### src/led_grayscale_double_buffer_core_assert.svh
// assertion macros for the grayscale double buffer core
`ifndef LED_GRAYSCALE_DOUBLE_BUFFER_CORE_ASSERT_SVH
`define LED_GRAYSCALE_DOUBLE_BUFFER_CORE_ASSERT_SVH

// same-cycle implication, checked while out of reset
`define LGDB_ASSERT_IMP(label, ck, rn, ante, cons, msg) \
  label: assert property (@(posedge ck) disable iff (!rn) (ante) |-> (cons)) \
    else $error(msg);

// next-cycle implication, checked while out of reset
`define LGDB_ASSERT_NXT(label, ck, rn, ante, cons, msg) \
  label: assert property (@(posedge ck) disable iff (!rn) (ante) |=> (cons)) \
    else $error(msg);

`endif

### src/lgdb_pkg.sv
// shared constants and codes for the grayscale double buffer core
`timescale 1ns / 1ps

package lgdb_pkg;

  localparam int CH_PER_DEV  = 16;
  localparam int DEVICES_DEF = 2;

  localparam int OP_W    = 2;
  localparam int CH_W    = 5;
  localparam int LEVEL_W = 12;
  localparam int KIND_W  = 2;

  // input operation codes
  localparam logic [OP_W-1:0] OP_SET    = 2'd0;
  localparam logic [OP_W-1:0] OP_COMMIT = 2'd1;
  localparam logic [OP_W-1:0] OP_TICK   = 2'd2;

  // result kind codes
  localparam logic [KIND_W-1:0] KIND_STATUS = 2'd0;
  localparam logic [KIND_W-1:0] KIND_LATCH  = 2'd1;
  localparam logic [KIND_W-1:0] KIND_WORD   = 2'd2;

endpackage

### src/lgdb_ram.sv
// generic single-write, single-read ram with registered read data
`timescale 1ns / 1ps

module lgdb_ram #(
  parameter int WIDTH = 12,
  parameter int DEPTH = 32
) (
  input  logic                     clk,
  input  logic                     we,
  input  logic [$clog2(DEPTH)-1:0] waddr,
  input  logic [WIDTH-1:0]         wdata,
  input  logic [$clog2(DEPTH)-1:0] raddr,
  output logic [WIDTH-1:0]         rdata
);

  logic [WIDTH-1:0] mem [DEPTH];
  logic [WIDTH-1:0] rdata_r;

  always_ff @(posedge clk) begin
    if (we) begin
      mem[waddr] <= wdata;
    end
    rdata_r <= mem[raddr];
  end

  assign rdata = rdata_r;

endmodule

### src/led_grayscale_double_buffer_core.sv
// top level of the double-buffered grayscale store for chained led pwm drivers
//
//  channel | ports                             | handshake
//  --------+-----------------------------------+----------------------------------------
//  input   | in_op, in_channel, in_level       | beat taken when start & !busy
//  result  | out_kind ... out_last, six fields | out_valid strobe, one cycle, never held
//
// busy: set, refused commit and tick with nothing pending leave busy low; a copying commit
// or a shifting tick holds busy while it walks every store entry, one store entry per cycle
// a shifting tick gives its latch beat, then one word beat per cycle once the first back store read returns
// reset: synchronous, active low; clears the sequencer, the flags and the front valid bits,
// so unwritten front entries read as zero without a clearing pass
// stalls: none, the receiver cannot hold results off
`timescale 1ns / 1ps
`include "led_grayscale_double_buffer_core_assert.svh"

module led_grayscale_double_buffer_core
  import lgdb_pkg::*;
#(
  parameter int DEVICES = DEVICES_DEF
) (
  input  logic               clk,
  input  logic               rst_n,
  // input channel
  input  logic               start,
  output logic               busy,
  input  logic [OP_W-1:0]    in_op,
  input  logic [CH_W-1:0]    in_channel,
  input  logic [LEVEL_W-1:0] in_level,
  // result channel
  output logic               out_valid,
  output logic [KIND_W-1:0]  out_kind,
  output logic               out_busy_res,
  output logic               out_latched,
  output logic [CH_W-1:0]    out_word_channel,
  output logic [LEVEL_W-1:0] out_word_level,
  output logic               out_last
);

  localparam int CHANNELS = CH_PER_DEV * DEVICES;
  localparam int AW       = $clog2(CHANNELS);
  localparam logic [AW-1:0] CNT_LAST = AW'(CHANNELS - 1);

  // sequencer states, one-hot
  typedef enum logic [4:0] {
    ST_IDLE     = 5'b00001,
    ST_COPY     = 5'b00010,  // reading front store, writing back store
    ST_COPY_END = 5'b00100,  // final back store write
    ST_EMIT     = 5'b01000,  // reading back store, highest channel first
    ST_EMIT_END = 5'b10000   // final word out
  } state_t;

  state_t state_r, state_nxt;

  // shared channel counter and its single adder
  logic [AW-1:0] cnt_r, cnt_nxt;
  logic          cnt_down;
  logic [AW-1:0] cnt_step;
  logic [AW-1:0] cnt_sum;

  // read in flight: trails the counter by one register
  logic          rd_pend_r, rd_pend_nxt;
  logic [AW-1:0] rd_ch_r, rd_ch_nxt;
  logic          rd_vld_r, rd_vld_nxt;

  logic pending_r, pending_nxt;
  logic awaiting_r, awaiting_nxt;

  logic [CHANNELS-1:0] front_vld_r, front_vld_nxt;

  // front store port
  logic               fr_we;
  logic [AW-1:0]      fr_waddr;
  logic [LEVEL_W-1:0] fr_rdata;

  // back store port
  logic               bk_we;
  logic [LEVEL_W-1:0] bk_wdata;
  logic [LEVEL_W-1:0] bk_rdata;

  // result register
  logic               out_valid_r, out_valid_nxt;
  logic [KIND_W-1:0]  out_kind_r, out_kind_nxt;
  logic               out_busy_res_r, out_busy_res_nxt;
  logic               out_latched_r, out_latched_nxt;
  logic [CH_W-1:0]    out_word_channel_r, out_word_channel_nxt;
  logic [LEVEL_W-1:0] out_word_level_r, out_word_level_nxt;
  logic               out_last_r, out_last_nxt;

  logic accept;
  logic copy_mode;
  logic emit_mode;

  // assertion terms
  logic word_beat;
  logic last_word;
  logic tick_go;
  logic walk_open;
  logic commit_go;
  logic copy_open;

  assign busy      = (state_r != ST_IDLE);
  assign accept    = start && !busy;
  assign copy_mode = (state_r == ST_COPY) || (state_r == ST_COPY_END);
  assign emit_mode = (state_r == ST_EMIT) || (state_r == ST_EMIT_END);

  // counter steps up while copying, down while emitting
  assign cnt_step = cnt_down ? {AW{1'b1}} : AW'(1);
  assign cnt_sum  = cnt_r + cnt_step;

  // set writes go straight to the front store; out-of-range channels are dropped
  assign fr_waddr = AW'(in_channel);
  assign fr_we    = accept && (in_op == OP_SET) &&
                    ({1'b0, in_channel} < (CH_W + 1)'(CHANNELS));

  // back store is loaded in the cycle after each front read; never-set entries give zero
  assign bk_we    = rd_pend_r && copy_mode;
  assign bk_wdata = rd_vld_r ? fr_rdata : '0;

  lgdb_ram #(
    .WIDTH (LEVEL_W),
    .DEPTH (CHANNELS)
  ) u_front (
    .clk   (clk),
    .we    (fr_we),
    .waddr (fr_waddr),
    .wdata (in_level),
    .raddr (cnt_r),
    .rdata (fr_rdata)
  );

  lgdb_ram #(
    .WIDTH (LEVEL_W),
    .DEPTH (CHANNELS)
  ) u_back (
    .clk   (clk),
    .we    (bk_we),
    .waddr (rd_ch_r),
    .wdata (bk_wdata),
    .raddr (cnt_r),
    .rdata (bk_rdata)
  );

  always_comb begin
    state_nxt    = state_r;
    cnt_nxt      = cnt_r;
    cnt_down     = 1'b0;
    rd_pend_nxt  = 1'b0;
    rd_ch_nxt    = rd_ch_r;
    rd_vld_nxt   = rd_vld_r;
    pending_nxt  = pending_r;
    awaiting_nxt = awaiting_r;

    front_vld_nxt = front_vld_r;
    if (fr_we) begin
      front_vld_nxt[fr_waddr] = 1'b1;
    end

    out_valid_nxt        = 1'b0;
    out_kind_nxt         = KIND_STATUS;
    out_busy_res_nxt     = 1'b0;
    out_latched_nxt      = 1'b0;
    out_word_channel_nxt = '0;
    out_word_level_nxt   = '0;
    out_last_nxt         = 1'b0;

    case (state_r)
      ST_IDLE: begin
        if (accept) begin
          case (in_op)
            OP_COMMIT: begin
              out_valid_nxt    = 1'b1;
              out_kind_nxt     = KIND_STATUS;
              out_busy_res_nxt = pending_r;
              out_last_nxt     = 1'b1;
              if (!pending_r) begin
                pending_nxt = 1'b1;
                cnt_nxt     = '0;
                state_nxt   = ST_COPY;
              end
            end
            OP_TICK: begin
              out_valid_nxt   = 1'b1;
              out_kind_nxt    = KIND_LATCH;
              out_latched_nxt = awaiting_r;
              out_last_nxt    = !pending_r;
              awaiting_nxt    = 1'b0;
              if (pending_r) begin
                // flags settle now; no beat is taken until the walk is done
                pending_nxt  = 1'b0;
                awaiting_nxt = 1'b1;
                cnt_nxt      = CNT_LAST;
                state_nxt    = ST_EMIT;
              end
            end
            default: begin
              // set is handled by the front write port, unused op does nothing
            end
          endcase
        end
      end
      ST_COPY: begin
        rd_pend_nxt = 1'b1;
        rd_ch_nxt   = cnt_r;
        rd_vld_nxt  = front_vld_r[cnt_r];
        cnt_down    = 1'b0;
        cnt_nxt     = cnt_sum;
        if (cnt_r == CNT_LAST) begin
          state_nxt = ST_COPY_END;
        end
      end
      ST_COPY_END: begin
        state_nxt = ST_IDLE;
      end
      ST_EMIT: begin
        rd_pend_nxt = 1'b1;
        rd_ch_nxt   = cnt_r;
        cnt_down    = 1'b1;
        cnt_nxt     = cnt_sum;
        if (cnt_r == '0) begin
          state_nxt = ST_EMIT_END;
        end
      end
      ST_EMIT_END: begin
        state_nxt = ST_IDLE;
      end
      default: begin
        state_nxt = ST_IDLE;
      end
    endcase

    // word beat from the back store read issued last cycle
    if (rd_pend_r && emit_mode) begin
      out_valid_nxt        = 1'b1;
      out_kind_nxt         = KIND_WORD;
      out_word_channel_nxt = CH_W'(rd_ch_r);
      out_word_level_nxt   = bk_rdata;
      out_last_nxt         = (rd_ch_r == '0);
    end
  end

  always_ff @(posedge clk) begin
    if (!rst_n) begin
      state_r     <= ST_IDLE;
      rd_pend_r   <= 1'b0;
      pending_r   <= 1'b0;
      awaiting_r  <= 1'b0;
      front_vld_r <= '0;
      out_valid_r <= 1'b0;
    end else begin
      state_r     <= state_nxt;
      rd_pend_r   <= rd_pend_nxt;
      pending_r   <= pending_nxt;
      awaiting_r  <= awaiting_nxt;
      front_vld_r <= front_vld_nxt;
      out_valid_r <= out_valid_nxt;
    end
  end

  // payload registers, no reset needed
  always_ff @(posedge clk) begin
    cnt_r              <= cnt_nxt;
    rd_ch_r            <= rd_ch_nxt;
    rd_vld_r           <= rd_vld_nxt;
    out_kind_r         <= out_kind_nxt;
    out_busy_res_r     <= out_busy_res_nxt;
    out_latched_r      <= out_latched_nxt;
    out_word_channel_r <= out_word_channel_nxt;
    out_word_level_r   <= out_word_level_nxt;
    out_last_r         <= out_last_nxt;
  end

  assign out_valid        = out_valid_r;
  assign out_kind         = out_kind_r;
  assign out_busy_res     = out_busy_res_r;
  assign out_latched      = out_latched_r;
  assign out_word_channel = out_word_channel_r;
  assign out_word_level   = out_word_level_r;
  assign out_last         = out_last_r;

  assign word_beat = out_valid && (out_kind == KIND_WORD);
  assign last_word = word_beat && out_last;
  assign tick_go   = accept && (in_op == OP_TICK) && pending_r;
  assign walk_open = out_valid && (out_kind == KIND_LATCH) && !out_last && (state_r == ST_EMIT);
  assign commit_go = accept && (in_op == OP_COMMIT) && !pending_r;
  assign copy_open = pending_r && (state_r == ST_COPY) && !out_busy_res;

  // word beats only go out after the flags have marked data as awaiting a latch
  `LGDB_ASSERT_IMP(a_word_awaits, clk, rst_n, word_beat, awaiting_r, "word beat, no latch awaited")
  // the final word beat always carries channel zero
  `LGDB_ASSERT_IMP(a_last_ch0, clk, rst_n, last_word, ~|out_word_channel, "last word not ch 0")
  // a tick with an update pending opens a word walk after its latch beat
  `LGDB_ASSERT_NXT(a_tick_walk, clk, rst_n, tick_go, walk_open, "tick did not start walk")
  // a commit that is not refused leaves an update pending and starts the copy
  `LGDB_ASSERT_NXT(a_commit_copy, clk, rst_n, commit_go, copy_open, "commit did not start copy")

endmodule
### config.mk
export PLATFORM = sky130hd
export DESIGN_NAME = led_grayscale_double_buffer_core
export DESIGN_NICKNAME = d
export VERILOG_FILES = /design/src/lgdb_pkg.sv /design/src/lgdb_ram.sv /design/src/led_grayscale_double_buffer_core.sv
export VERILOG_INCLUDE_DIRS = /design/src /design/src/src
export SDC_FILE = /design/constraint.sdc
export NUM_CORES = 1
export LEC_CHECK = 0
export CORE_AREA = 8 8 239 241
export DETAILED_ROUTE_END_ITERATION = 7
export DIE_AREA = 0 0 247 249
export DONT_BUFFER_PORTS = 1
export PLACE_DENSITY = 0.83
export SLEW_MARGIN = 10
export SYNTH_ARGS = -nofsm -noshare
export SYNTH_HDL_FRONTEND = slang
export SYNTH_SLANG_ARGS = --single-unit
### constraint.sdc
create_clock -name clk -period 2.52 [get_ports clk]
set_input_delay 0.126 -clock clk [delete_from_list [all_inputs] [get_ports clk]]
set_output_delay 0.126 -clock clk [all_outputs]
set_load 0.02 [all_outputs]
After elaboration in Yosys (flattened, before gate mapping)
Memories as Yosys holds them, arrays and structs flattened. A register that Yosys moved wholly into a read port is not among the register bits.
Cells that the tools add are included.
{"block": "classes", "n_bitwise": 3, "eq_ne": 15, "addsub": 1, "n_lt_le_gt_ge": 3, "reduce_logical": 22, "muxes": 35}
{"operator": "2-to-1 mux 5 bit", "n": 9}
{"operator": "bitwise OR 32 bit", "n": 1}
{"operator": "case mux 5 bit (2 select lines)", "n": 3}
{"operator": "2-to-1 mux 1 bit", "n": 17}
{"operator": "case mux 5 bit (3 select lines)", "n": 1}
{"operator": "< comparator 5 x 6 -> 1 bit (second input constant)", "n": 2}
{"operator": "2-to-1 mux 12 bit", "n": 1}
{"operator": "== test 5 bit (second input constant)", "n": 2}
{"operator": "zero test 5 bit", "n": 2}
{"operator": "inequality test 3 bit (second input constant)", "n": 3}
{"operator": "AND reduction 3 bit", "n": 3}
{"operator": "AND reduction 6 bit", "n": 1}
{"operator": "adder 5 bit", "n": 1}
{"operator": "binary-select mux 1 bit (select 5 bit)", "n": 1}
{"operator": "demux 1 bit (select 5 bit)", "n": 1}
{"operator": "== test 5 x 1 -> 1 bit (second input constant)", "n": 1}
{"operator": "== test 5 x 2 -> 1 bit (second input constant)", "n": 1}
{"operator": "== test 5 x 3 -> 1 bit (second input constant)", "n": 1}
{"operator": "== test 5 x 4 -> 1 bit (second input constant)", "n": 1}
{"operator": ">= comparator 5 x 1 -> 1 bit (second input constant)", "n": 1}
{"operator": "logical AND 1 bit", "n": 5}
{"operator": "inequality test 5 x 1 -> 1 bit (second input constant)", "n": 1}
{"operator": "AND reduction 5 bit", "n": 1}
{"operator": "inequality test 2 bit (second input constant)", "n": 2}
{"operator": "11 further kinds", "n": 17}
{"block": "word_totals", "ff_bits": 74, "n_memories": 2, "ram_bits": 768, "word_cells": 97, "output_inout_bits": 24}
{"memory": "u_back.mem", "words": 32, "width": 12, "rd": 1, "rd_ports_with_merged_regs": 1, "wr": 1, "line": "lgdb_ram.sv:16", "text": "logic [WIDTH-1:0] mem [DEPTH];"}
{"memory": "u_front.mem", "words": 32, "width": 12, "rd": 1, "rd_ports_with_merged_regs": 1, "wr": 1, "line": "lgdb_ram.sv:16"}

Depth between registers and ports, before layout
{"block": "logic_depth", "ltp_word": 6, "mapped_depth": 8}

By module
A second synthesis with hierarchy kept.
{"block": "hier_totals", "hier_cells": 2056, "area_unflattened_um2": 34144.0}
{"mod": "lgdb_ram", "cells_per_inst": 868, "area_each_um2": 15468.6, "seq_area_each_um2": 11771.3, "instances": 2}
{"mod": "led_grayscale_double_buffer_core", "cells_per_inst": 320, "area_each_um2": 3206.8, "seq_area_each_um2": 1591.5, "instances": 1}

Worst setup path after synthesis
Ideal clock, no wire load.
{"block": "synth_path", "path_kind": "register to register", "from": "register state_r[4]", "to": "memory u_front.mem[15][0] (enable)", "path_stages_with_launch": 6, "path_buffers": 1, "period_less_slack_ns": 2.332, "slack_ns": 0.188, "arrival_ns": 1.952, "setup_ns": 0.380, "cell_sequence": "dfxtp_1 > or4b_4 > nor2_2 > buf_4 > nand4_2 > nor2_1"}
{"block": "synth_between", "elab_chain_len": 6}
{"item": "start: declaration", "line": "led_grayscale_double_buffer_core.sv:53", "text": "state_t state_r, state_nxt;"}
{"item": "start signal: assignment", "line": "led_grayscale_double_buffer_core.sv:251", "text": "state_r <= state_nxt;"}
{"item": "inequality test 5 x 1 -> 1 bit", "line": "led_grayscale_double_buffer_core.sv:102", "text": "assign busy = (state_r != ST_IDLE);"}
{"item": "zero test 1 bit", "line": "led_grayscale_double_buffer_core.sv:103", "text": "assign accept = start && !busy;"}
{"item": "logical AND 1 bit", "line": "led_grayscale_double_buffer_core.sv:103"}
{"item": "logical AND 1 bit", "line": "led_grayscale_double_buffer_core.sv:113", "text": "assign fr_we = accept && (in_op == OP_SET) &&"}
{"item": "2-to-1 mux 1 bit", "line": "lgdb_ram.sv:20", "text": "if (we) begin"}
{"item": "2-to-1 mux 1 bit (not written as such)", "line": "lgdb_ram.sv:21", "text": "mem[waddr] <= wdata;"}
{"item": "end: declaration", "line": "lgdb_ram.sv:16"}
Every way passes these cells.

==> results.py <==
metrics = {
    "detailed_routing": {
        "drtIter0Drc": 2760,
        "ant_nets": 0,
        "drc_errors": 0,
        "totalWireLength_microns": 85900,
        "via_per_inst": 6.97,
        "drt_first_pass_iters": 7,
        "vias": 18300,
        "wire_per_inst_microns": 32.8,
    },
    "yosys": {
        "yosysMostFrequentCell": "edfxtp_1",
        "syn_nets": 1700,
        "synth_seq_cells": 866,
        "synthFlopType": "edfxtp_1",
        "synth_common_cells": "edfxtp_1, mux4_2, dfxtp_1",
        "synth_cell_types": 64,
        "synth_cells": 1671,
        "netlist.area_leader.share_pct": 70.7,
        "synthTopCellsByArea": "edfxtp_1, mux4_2, dfxtp_1, mux2i_1, a22oi_1",
        "synth-edff-count": 779,
        "synth_area_sq_um": 33100,
        "syn_area_per_cell_sq_um": 19.8,
        "ys_seq_area_share_pct": 76.0,
        "synth_top_area_cell": "edfxtp_1",
        "yosysWarningCount": 0,
        "async_flop_share_pct": 0,
    },
    "hold_path": {
        "hold_end": "front_vld_r[15]",
        "hold_path.class": "primary input to flop",
        "worstHoldStart": "in_channel[3]",
        "min_delay_path_depth": 2,
    },
    "cts": {
        "cts_htree_levels": 3,
        "root_buffer": "clkbuf_16",
        "tritoncts": "yes",
        "cts_buffers": 79,
        "clkSinkCount": 866,
        "path_clk_slew_ns": 0.06,
        "clockBufferDepth": 3,
        "worstSkewPairLatency_ns": 0.65,
        "post_cts.repair.setup_buffers": 0,
    },
    "critical_path": {
        "timing.rr.end": "u_front.rdata[0]",
        "crit_required_ns": 3.00,
        "critPathArrivalTime_ns": 2.97,
        "start_kind": "flop",
        "endpoint_kind": "flop",
        "r2r_slack_ns": 0.03,
        "timing_worst_setup_path_type": "flop to flop",
        "crit_fanout": 34,
        "worst-r2r-cell-count": 6,
        "reg2reg_from": "cnt_r[1]",
    },
    "job": {
        "maxCapViolCount": 0,
    },
    "power": {
        "power.density_nw_per_um2": 766,
        "p_sw_mw": 6.10,
        "power_mw": 29.0,
        "power.share.clock_pct": 41.4,
        "p_leak_nw": 12.6,
        "p_int_mw": 22.9,
        "p_sw_share_pct": 21.1,
        "ir_worst_vdd_mv": 0.966,
        "combPwrFrac_pct": 4.3,
        "p_seq_share_pct": 54.3,
    },
    "layout": {
        "instances_no_fill": 2620,
        "fin_nets": 1886,
        "final_area_sq_um": 37800,
        "drive_above_1_share_pct": 24.2,
        "final_util_pct": 70.9,
        "syn2layout_area_growth_pct": 14.3,
    },
    "sta": {
        "setup_viol": 0,
        "rsz0062_at_grt": "false",
        "period_share_pct": 98.6,
        "fin_crit_ns": 2.49,
        "hold_viol_final": 0,
        "slew_headroom_pct": 19.4,
        "finClkSkew_ns": 0.0245,
        "fmax_mhz": 402,
        "tightest_slew_ns": 1.21,
        "maxSlewViolCount": 0,
    },
    "grt": {
        "grt_remaining_overflow": 0,
        "grt_max_degree": 41,
        "antenna_found_initial": 2,
        "grtUsageTotal_pct": 27.9,
        "grt_pass1_wl_microns": 125000,
        "grt_pass1_vias": 18600,
    },
    "placement": {
        "hpwl_microns": 49600,
        "placedCellCount": 2433,
        "portBuffers": 0,
        "gp_congestion": 0.879,
        "postPlaceCellArea_sq_um": 34700,
    },
    "floorplanning": {
        "core-area_sq_um": 53300,
        "die_w_microns": 247,
        "num_io_pins": 46,
        "start_util_pct": 62.1,
        "dieArea_sq_um": 61500,
        "rows": 85,
        "die_h_microns": 249,
    },
    "run_status": {
        "status": "finished clean",
    },
}
[final cells by class]
type                       count  area, sq um
sequential                   866        25100
fill                        2875        15500
multi-input combinational    703         7280
clock buffer                 118         2330
timing repair buffer         198         1920
tap                          696          871
clock inverter                29          229
inverter                       9         33.8
antenna                        1         2.50
[metrics by stage]
stage                     hold WS, ns  setup WS (ns)  setup TNS [ns]
final                          0.0393         0.0346               0
after global routing           0.0475       0.000768               0
after CTS                      0.0133         0.0732               0
after detailed placement        0.212        -0.0273         -0.0273
after global placement          0.193         0.0300               0
after floorplan                 0.225          0.188               0
[placed cells by master, fill, tap and decap left out, drive strengths merged, types with 3 or more instances in the layout]
cell	instances
nor3	8
a221oi	6
bufinv	3
nand3b	5
a22o	15
o22ai	19
clkinv	19
edfxtp	779
ha	6
nor2b	11
a31oi	4
or3b	3
xor2	4
dfxtp	87
clkinvlp	4
dlygate4sd3	25
a211oi	31
o221ai	19
a21oi	23
nand4	6
nand3	10
o21ai	38
nor2	77
nor3b	4
mux2i	86
mux4	159
inv	12
clkbuf	118
nand2	60
buf	173
a22oi	46
and2	33
and4	3
[sequential cells by signal, summed over array words and instances, names as in the netlist, 2 cells and up]
register	count
cnt_r	5
u_front.mem	384
out_kind	2
front_vld_r	32
out_word_level	12
u_back.rdata	12
u_back.mem	384
rd_ch_r	5
out_word_channel	5
state_r	5
u_front.rdata	12
[what timing repair did]
| item | in CTS | in global routing |
|---|---|---|
| gates resized for setup | 1 | 0 |
| endpoints found under the hold margin | 429 | 0 |
| endpoints found under the setup margin | 1 | 0 |
| hold buffers | 38 | 0 |
[how the worst max path moves through the flow]
stage,startpoint,endpoint,slack (ns)
after detailed placement,cnt_r[0],u_front.rdata[0],-0.03
after global routing,cnt_r[0],u_front.rdata[5],0.0008
after floorplan,state_r[4],u_front.mem[15][0],0.19
after CTS,cnt_r[1],u_front.rdata[0],0.07
final,cnt_r[1],u_front.rdata[0],0.03
after global placement,cnt_r[0],u_front.rdata[0],0.03
[per-layer routing]
layer	global-route usage, %	up-vias	part of all wire [%]	routed length (microns)
met1	35.3	9227	34	29300
met3	6.15	366	11	9070
li1	-	7207	-	-
met4	15.6	0	6.6	5710
met2	44.5	1469	49	41800
met5	0	-	0	0
[logic make-up (layout without fill, tap and decap cells)]
kind of cell / Yosys count / after routing / synth area share (%)
buf+inv: 102 / 354 / 2.02
other cells: 0 / 1 / 0
compound gates: 211 / 211 / 4.44
flops: 866 / 866 / 76.0
fa+ha+maj: 7 / 7 / 0.288
simple gates: 234 / 234 / 3.62
mux: 245 / 245 / 13.5
xor+xnor: 6 / 6 / 0.159
[power by group through the flow]
stage	sequential, mW	combinational [mW]	clock, mW
after floorplan	16.0	0.669	0
after global placement	16.0	0.962	0
after detailed placement	16.0	0.994	0
after CTS	15.7	1.22	12.0
after global routing	15.7	1.29	12.5
final	15.7	1.25	12.0
[critical path, stage by stage, from the launching register on]
cell	delay [ns]
edfxtp_1	0.45
buf_12	0.19
buf_12	0.26
buf_4	0.27
mux4_2	0.52
a22oi_1	0.47
a22oi_1	0.14
Note: power is estimated with default switching activity, not from simulation.
